$ cat config.mk
export PLATFORM = sky130hd
export DESIGN_NAME = hnc_iter
export DESIGN_NICKNAME = d
export VERILOG_FILES = /design/src/hdl/heightmap_normal_calculation_core_macros.svh /design/src/hdl/hnc_pkg.sv /design/src/hdl/hnc_iter.sv
export SDC_FILE = /design/constraint.sdc
export NUM_CORES = 1
export LEC_CHECK = 0
export ABC_AREA = 1
export ABC_CLOCK_PERIOD_IN_PS = 4700
export BUFFER_PORTS_ARGS = -buffer_cell sky130_fd_sc_hd__clkbuf_2
export CORE_ASPECT_RATIO = 0.6
export CORE_MARGIN = 5
export CORE_UTILIZATION = 60
export DETAILED_ROUTE_END_ITERATION = 16
export PLACE_DENSITY = 0.91
export SYNTH_ARGS = -nofsm -noshare
export SYNTH_HDL_FRONTEND = slang
export SYNTH_SLANG_ARGS = --single-unit
$ cat constraint.sdc
create_clock -name i_clk -period 4.7 [get_ports i_clk]
set_input_delay 0.235 -clock i_clk [delete_from_list [all_inputs] [get_ports i_clk]]
set_output_delay 0.235 -clock i_clk [all_outputs]
set_load 0.1 [all_outputs]
$ cat src/hdl/heightmap_normal_calculation_core_macros.svh
// Assertion macros shared by the heightmap normal core
`ifndef HEIGHTMAP_NORMAL_CALCULATION_CORE_MACROS_SVH
`define HEIGHTMAP_NORMAL_CALCULATION_CORE_MACROS_SVH
`ifndef SYNTHESIS
`define HNC_ASSERT_IMP(lbl, ante, cons) \
    lbl: assert property (@(posedge i_clk) disable iff (!i_rst_n) (ante) |-> (cons)) \
        else $error("hnc assertion failed");
`define HNC_ASSERT_NXT(lbl, ante, cons) \
    lbl: assert property (@(posedge i_clk) disable iff (!i_rst_n) (ante) |=> (cons)) \
        else $error("hnc assertion failed");
`else
`define HNC_ASSERT_IMP(lbl, ante, cons)
`define HNC_ASSERT_NXT(lbl, ante, cons)
`endif
`endif

$ cat src/hdl/hnc_pkg.sv
// Types, states and triangle table of the heightmap normal core
package hnc_pkg;

    typedef enum logic [3:0] {
        ST_IDLE,
        ST_CTR,
        ST_IA,
        ST_RA,
        ST_RB,
        ST_TRI,
        ST_SQ,
        ST_SQRT_GO,
        ST_SQRT_WAIT,
        ST_DIV_GO,
        ST_DIV_WAIT,
        ST_FIN,
        ST_OUT
    } t_state;

    typedef enum logic {
        UOP_SQRT,
        UOP_DIV
    } t_unit_op;

    typedef struct packed {
        logic     start;
        t_unit_op op;
    } t_unit_ctl;

    typedef struct packed {
        logic signed [1:0] x1;
        logic signed [1:0] z1;
        logic signed [1:0] x2;
        logic signed [1:0] z2;
    } t_tri_ofs;

    localparam int TRI_NUM   = 20;
    localparam int SQRT_BITS = 32;
    localparam int DIV_BITS  = 24;
    localparam logic [15:0] NRM_ONE = 16'd16384;

    localparam logic [4:0] TRI_CORNER_00 = 5'd0;
    localparam logic [4:0] TRI_CORNER_LL = 5'd1;
    localparam logic [4:0] TRI_CORNER_0L = 5'd2;
    localparam logic [4:0] TRI_CORNER_L0 = 5'd3;
    localparam logic [4:0] TRI_ROW_FIRST = 5'd4;
    localparam logic [4:0] TRI_COL_FIRST = 5'd6;
    localparam logic [4:0] TRI_ROW_LAST  = 5'd8;
    localparam logic [4:0] TRI_COL_LAST  = 5'd10;
    localparam logic [4:0] TRI_INNER     = 5'd12;

    localparam t_tri_ofs TRI_TAB [TRI_NUM] = '{
        '{ 2'sd0,  2'sd1,  2'sd1,  2'sd0},
        '{ 2'sd0, -2'sd1, -2'sd1,  2'sd0},
        '{ 2'sd1,  2'sd0,  2'sd0, -2'sd1},
        '{-2'sd1,  2'sd0,  2'sd0,  2'sd1},
        '{-2'sd1,  2'sd0,  2'sd0,  2'sd1}, '{ 2'sd0,  2'sd1,  2'sd1,  2'sd0},
        '{ 2'sd1,  2'sd0,  2'sd0, -2'sd1}, '{ 2'sd0,  2'sd1,  2'sd1,  2'sd0},
        '{ 2'sd0, -2'sd1, -2'sd1,  2'sd0}, '{ 2'sd1,  2'sd0,  2'sd0, -2'sd1},
        '{ 2'sd0, -2'sd1, -2'sd1,  2'sd0}, '{-2'sd1,  2'sd0,  2'sd0,  2'sd1},
        '{-2'sd1,  2'sd0, -2'sd1,  2'sd1}, '{-2'sd1,  2'sd1,  2'sd0,  2'sd1},
        '{ 2'sd0,  2'sd1,  2'sd1,  2'sd1}, '{ 2'sd1,  2'sd1,  2'sd1,  2'sd0},
        '{ 2'sd1,  2'sd0,  2'sd1, -2'sd1}, '{ 2'sd1, -2'sd1,  2'sd0, -2'sd1},
        '{ 2'sd0, -2'sd1, -2'sd1, -2'sd1}, '{-2'sd1, -2'sd1, -2'sd1,  2'sd0}
    };

endpackage

$ cat src/hdl/hnc_iter.sv
// Shared bit-serial unit: floor square root or long division, one bit per cycle
module hnc_iter (
    input  logic               i_clk,
    input  logic               i_rst_n,
    input  hnc_pkg::t_unit_ctl i_ctl,
    input  logic [63:0]        i_a,
    input  logic [33:0]        i_b,
    output logic [31:0]        o_res,
    output logic               o_done
);

    logic             r_busy;
    logic             r_done;
    logic [4:0]       r_cnt;
    hnc_pkg::t_unit_op r_op;
    logic [63:0]      r_a;
    logic [33:0]      r_b;
    logic [35:0]      r_rem;
    logic [31:0]      r_res;

    logic [35:0] rem_sh;
    logic [35:0] trial;
    logic        take;

    always_comb begin
        if (r_op == hnc_pkg::UOP_SQRT) begin
            rem_sh = {r_rem[33:0], r_a[63:62]};
            trial  = {2'b00, r_res, 2'b01};
        end else begin
            rem_sh = {r_rem[34:0], r_a[63]};
            trial  = {2'b00, r_b};
        end
        take = (rem_sh >= trial);
    end

    always_ff @(posedge i_clk) begin
        if (!i_rst_n) begin
            r_busy <= 1'b0;
            r_done <= 1'b0;
        end else begin
            r_done <= 1'b0;
            if (i_ctl.start) begin
                r_busy <= 1'b1;
            end else if (r_busy && r_cnt == 5'd0) begin
                r_busy <= 1'b0;
                r_done <= 1'b1;
            end
        end
    end

    always_ff @(posedge i_clk) begin
        if (i_ctl.start) begin
            r_op  <= i_ctl.op;
            r_b   <= i_b;
            r_res <= '0;
            if (i_ctl.op == hnc_pkg::UOP_SQRT) begin
                r_cnt <= 5'(hnc_pkg::SQRT_BITS - 1);
                r_a   <= i_a;
                r_rem <= '0;
            end else begin
                // quotient bits come from the low part; the high part seeds the remainder
                r_cnt <= 5'(hnc_pkg::DIV_BITS - 1);
                r_a   <= i_a << (64 - hnc_pkg::DIV_BITS);
                r_rem <= i_a[59:hnc_pkg::DIV_BITS];
            end
        end else if (r_busy) begin
            r_cnt <= r_cnt - 5'd1;
            r_a   <= (r_op == hnc_pkg::UOP_SQRT) ? (r_a << 2) : (r_a << 1);
            r_rem <= take ? (rem_sh - trial) : rem_sh;
            r_res <= {r_res[30:0], take};
        end
    end

    assign o_res  = r_res;
    assign o_done = r_done;

endmodule

After elaboration in Yosys (flattened, before gate mapping)

Index checks and enable logic that the tools add are counted.

Bits in registers: 173
Bits in latches: 0
Memory bits (writable): 0
ROM bits: 0
Input port bits: 102
Output and inout port bits: 33
Logic and storage cells: 33
Memories kept: 0

Add/subtract/negate cells: 2
Multiply operators: 0
Div/mod/pow operators: 0
$lt $le $gt $ge: 1
Eq/ne operators: 0
Shift operators: 0
Multiplexer cells: 16
Bitwise gates (word level): 1
Reduce and logical (&&, ||, !) cells: 5

Operators with widths:

| cell                                                               | count |
|---|---|
| 64-bit 2-to-1 mux                                                  | 4 |
| 35-bit 2-to-1 mux                                                  | 4 |
| 36-bit by 34-bit >= comparator with 1-bit output                   | 1 |
| 36-bit 2-to-1 mux                                                  | 1 |
| 35-bit by 34-bit subtractor with 35-bit output                     | 1 |
| 34-bit 2-to-1 mux                                                  | 1 |
| 5-bit 2-to-1 mux                                                   | 2 |
| 5-bit logical NOT                                                  | 1 |
| 5-bit by 1-bit subtractor with 5-bit output, second input constant | 1 |
| 4-bit 2-to-1 mux                                                   | 1 |
| 2-bit nonzero test                                                 | 2 |
| 1-bit 2-to-1 mux                                                   | 3 |
| 2-bit OR reduction                                                 | 1 |
| 1-bit logical AND                                                  | 1 |
| 1-bit inverter                                                     | 1 |

Longest topological paths before layout

Word-level depth: 5
Depth in mapped cells: 22
Mapped depth without buffers: 20

Worst setup path after synthesis

Ideal clock, no wire load.

Path kind: input to register
Start point: in i_ctl[1] in the netlist's numbering
End point: reg r_a[0] (enable)
Setup time: 0.509 ns
Arrival: 3.715 ns
Data required time: 4.191 ns
Setup slack: 0.476 ns
Stages on the path: 4
Buffers on the path: 3
Path through: buf_2 -> or2_2 -> clkbuf_1 -> clkbuf_1

Word-level cells in the longest chain between the ends: 1

Ends and longest elaborated chain:

| element                      | line           | RTL |
|---|---|---|
| from (decl)                  | hnc_iter.sv:5  | `input hnc_pkg::t_unit_ctl i_ctl,` |
| 2-bit nonzero test (no line) | n/a            |  |
| to (signal assigned)         | hnc_iter.sv:58 | `r_a <= i_a;` |
| to (signal assigned)         | hnc_iter.sv:63 | `r_a <= i_a << (64 - hnc_pkg::DIV_BITS);` |
| to (signal assigned)         | hnc_iter.sv:68 | `r_a <= (r_op == hnc_pkg::UOP_SQRT) ? (r_a << 2) : (r_a << 1);` |
| to (decl)                    | hnc_iter.sv:16 | `logic [63:0] r_a;` |

Every way passes these cells.
A chain may end at the register's enable or synchronous reset.

Final worst setup path

Start point: reg r_op
End point: reg r_rem[12], data pin

Word-level cells in the longest chain between the ends: 5
Elaborated cells between the ends (all ways): 7
Classes of those cells: add/sub (1); order compare (1); mux (5)

Ends and longest elaborated chain:

| element                                                                                                                   | line                           | RTL |
|---|---|---|
| from (decl)                                                                                                               | hnc_iter.sv:15                 | `hnc_pkg::t_unit_op r_op;` |
| from (signal assigned)                                                                                                    | hnc_iter.sv:53                 | `r_op <= i_ctl.op;` |
| 36-bit 2-to-1 mux / 34-bit 2-to-1 mux (equally long branches)                                                             | hnc_iter.sv:26                 | `if (r_op == hnc_pkg::UOP_SQRT) begin` |
| 35-bit by 34-bit subtractor with 35-bit output / 36-bit by 34-bit >= comparator with 1-bit output (equally long branches) | hnc_iter.sv:69, hnc_iter.sv:33 |  |
| 35-bit 2-to-1 mux (*)                                                                                                     | hnc_iter.sv:69                 | `r_rem <= take ? (rem_sh - trial) : rem_sh;` |
| 35-bit 2-to-1 mux (*)                                                                                                     | hnc_iter.sv:66                 | `end else if (r_busy) begin` |
| 35-bit 2-to-1 mux (*)                                                                                                     | hnc_iter.sv:52                 | `if (i_ctl.start) begin` |
| to (signal assigned)                                                                                                      | hnc_iter.sv:64                 | `r_rem <= i_a[59:hnc_pkg::DIV_BITS];` |
| to (signal assigned)                                                                                                      | hnc_iter.sv:69                 |  |
| to (decl)                                                                                                                 | hnc_iter.sv:18                 | `logic [35:0] r_rem;` |

Every way passes the cells marked *; elsewhere a longest branch is shown, timed or not. The select of a mux whose other input is x is not followed.

==> flow_summary.ini <==
[run_status]
status = completed

[yosys]
synth.most_common_cell = nand2_1
synth_edf_count = 139
synth_top_area_share_pct = 36.8
synth_nets = 1666
async_reset_ff_share_pct = 0
syn-cell-area_um2 = 11300
syn_avg_cell_area_um2 = 7.42
synth_common_cells = 454 x nand2_1, 302 x inv_1, 139 x edfxtp_1
synth_top_area_cell = edfxtp_1
ys_ff_latch = 173
ys_warn_count = 0
synth_ff_type = edfxtp_1
ys_types = 38
netlist_instances = 1528
yosysSeqAreaShare_pct = 42.8
ys_top_cells_by_area = edfxtp_1 37%, nand2_1 15%, inv_1 10%, dfxtp_1 6.0%, o21ai_0 5.0%

[sta]
hold_viol_final = 0
fmax_mhz = 245
max_slew_margin_pct = 16.8
holdWs_ns = 0.0335
finClkSkew_ns = 0.0115
tns_ns = 0
rsz0062_at_grt = false
slew_viol_final = 0
finalCritPeriodShare_pct = 87.0
worst_pin_slew_ns = 1.25
post-route-min-period_ns = 4.09
setup_violations = 0

[floorplanning]
rows = 38
core-area_um2 = 18300
pin_count = 135
die_h_um = 116
start_util_pct = 61.9
dieArea_um2 = 21800
die_w_um = 187

[place]
hpwlAfterDp_mm = 22.9
gp_congestion = 1.06
port_buffers = 134

[global_routing]
overflow = 0
antenna_found_initial = 0
grt_first_pass_wirelength_mm = 50.2
grt_pass1_vias = 9912
grt_usage_pct = 28.8
grt_max_degree = 97

[layout]
fin_nets = 1793
synthToLayoutAreaGrowth_pct = 14.7
layout-drive-gt1-share_pct = 13.3
insertedDiodeCount = 0
fin_util_pct = 71.0

[worst_hold_path]
hold_class = input pin to flip-flop

[power]
report.power.total_w = 0.00587
p_sw_w = 0.00241
internal_power_w = 0.00346
combPwrFrac_pct = 41.6
ir_worst_vdd_uv = 323
leakage_nw = 6.40
clock_power_share_pct = 24.2
p_seq_share_pct = 34.3
netSwitchingFraction_pct = 41.1
p_per_area_nw_per_um2 = 452

[worst_setup_path]
worstSetupStartpointType = flip-flop
critPathArrivalTime_ns = 4.27
cp-end-kind = flip-flop
crit_fanout = 96
slowest_stage = inv_4
path_cells = inv_4 -> o21ai_0 -> ha_1 -> nand2_1 -> inv_1 -> nand2_1 -> nor2_1 -> nand4_1 -> nand3_2 -> nand3_4 -> nand2_8 -> nand2_1 -> nand3_1 -> o21ai_1
path_common_cell = nand2_1
crit_type = flip-flop to flip-flop
cp_data_required_time_ns = 4.88
slowest_delay_ns = 0.58

[route]
via_per_inst = 5.71
drt_iter0_drc = 1431
finalWirelength_mm = 32.0
post_drt_wl_per_cell_um = 16.8
drcViolationCount = 0
first_pass_iters = 7
ant_nets = 0
vias = 10900

[clock_tree]
path_clk_slew_ns = 0.07
clock-root-buffer = clkbuf_16
cts_setup_buffers = 0
cts_buffers = 17
cts.sinks = 173
cts_tree = yes
htreeDepth = 4
insertion_delay_ns = 0.44
max-clock-path-buffers = 2

[flow_run]
cap_viol_max_count = 0
==> stage by stage <==
step	cells	cell area, um2	setup WS, ns
6_report	1908	13000	0.610
5_1_grt	1908	13000	0.379
4_1_cts	1908	13000	0.789
3_5_place_dp	1842	12100	0.816
3_3_place_gp	1842	12100	0.949
2_1_floorplan	1528	11300	0.476
==> area by class of cell <==
type	count	area (um2)
tap	240	300
timing repair buffer	177	1080
clock inverter	15	159
sequential	173	4850
fill	1501	5310
multi-input combinational	984	5040
inverter	302	1140
clock buffer	17	425
==> flip-flops by register name (all words and copies together) (netlist names) <==
name and count:
r_cnt 5, o_res 32, r_a 64, r_b 34, r_rem 35, o_done 1
r_op 1, r_busy 1
==> critical path, delay by kind of cell (launching register included) <==
family | cells | cell delay (ns)
buffers and inverters | 2 | 0.66
adder cells (fa/ha/maj) | 1 | 0.43
flip-flops | 1 | 0.43
AO/OA/AOI/OAI | 2 | 0.38
AND/OR/NAND/NOR | 9 | 1.84
==> layout by cell type, fill, tap and decap left out, types with 5 or more instances in the layout <==
cell	instances
ha_1	35
buf_4	9
nor2_1	45
nand2_1	454
o211ai_1	25
dfxtp_1	34
edfxtp_1	139
inv_1	300
clkbuf_2	133
dlygate4sd3_1	34
nor2_2	5
xnor2_1	16
nand3_1	87
nand4_1	6
o22ai_1	69
o21ai_1	15
clkinv_4	7
o221ai_1	24
clkbuf_16	17
a21oi_1	25
o21ai_0	114
or2_2	32
nand3b_1	9
==> power groups by stage <==
| stage | logic (W) | clock network, W | registers (W) |
|---|---|---|---|
| 2_1_floorplan | 0.00177 | 0 | 0.00202 |
| 3_3_place_gp | 0.00226 | 0 | 0.00203 |
| 3_5_place_dp | 0.00232 | 0 | 0.00204 |
| 4_1_cts | 0.00237 | 0.00142 | 0.00200 |
| 5_1_grt | 0.00271 | 0.00149 | 0.00202 |
| 6_report | 0.00244 | 0.00142 | 0.00201 |
==> layer usage <==
| layer | wire length (um) | share of wire [%] | global-route usage, % | vias to the layer above |
|---|---|---|---|---|
| met3 | 3850 | 12 | 7.65 | 58 |
| met2 | 13900 | 43 | 44.4 | 654 |
| li1 | - | - | - | 5234 |
| met1 | 13700 | 43 | 41.1 | 4948 |
| met4 | 599 | 1.9 | 6.94 | 0 |
| met5 | 0 | 0 | 0 | - |
==> cell families after synthesis <==
kind of cell	after synthesis	share of synthesized area, %
mux	1	0.0883
buf+inv	371	12.7
fa+ha+maj	36	4.04
flops	173	42.8
compound gates	275	14.3
xor+xnor	18	1.39
simple gates	654	24.6
==> repair_timing <==
item,CTS,global route
hold endpoints to repair,34,0
hold buffers,34,0
gates resized for setup,0,0
==> final timing paths <==
| kind | startpoint | to | slack [ns] | depth (start not counted) |
|---|---|---|---|---|
| setup reg to reg | r_op | r_rem[12] | 0.61 | 14 |
| setup / recovery | r_op | r_rem[12] | 0.61 | 14 |
| hold / removal | i_ctl[0] | r_op | 0.03 | 1 |
| hold reg to reg | o_res[31] | o_res[31] | 0.49 | 2 |
Note: power is estimated with default switching activity, not from simulation.
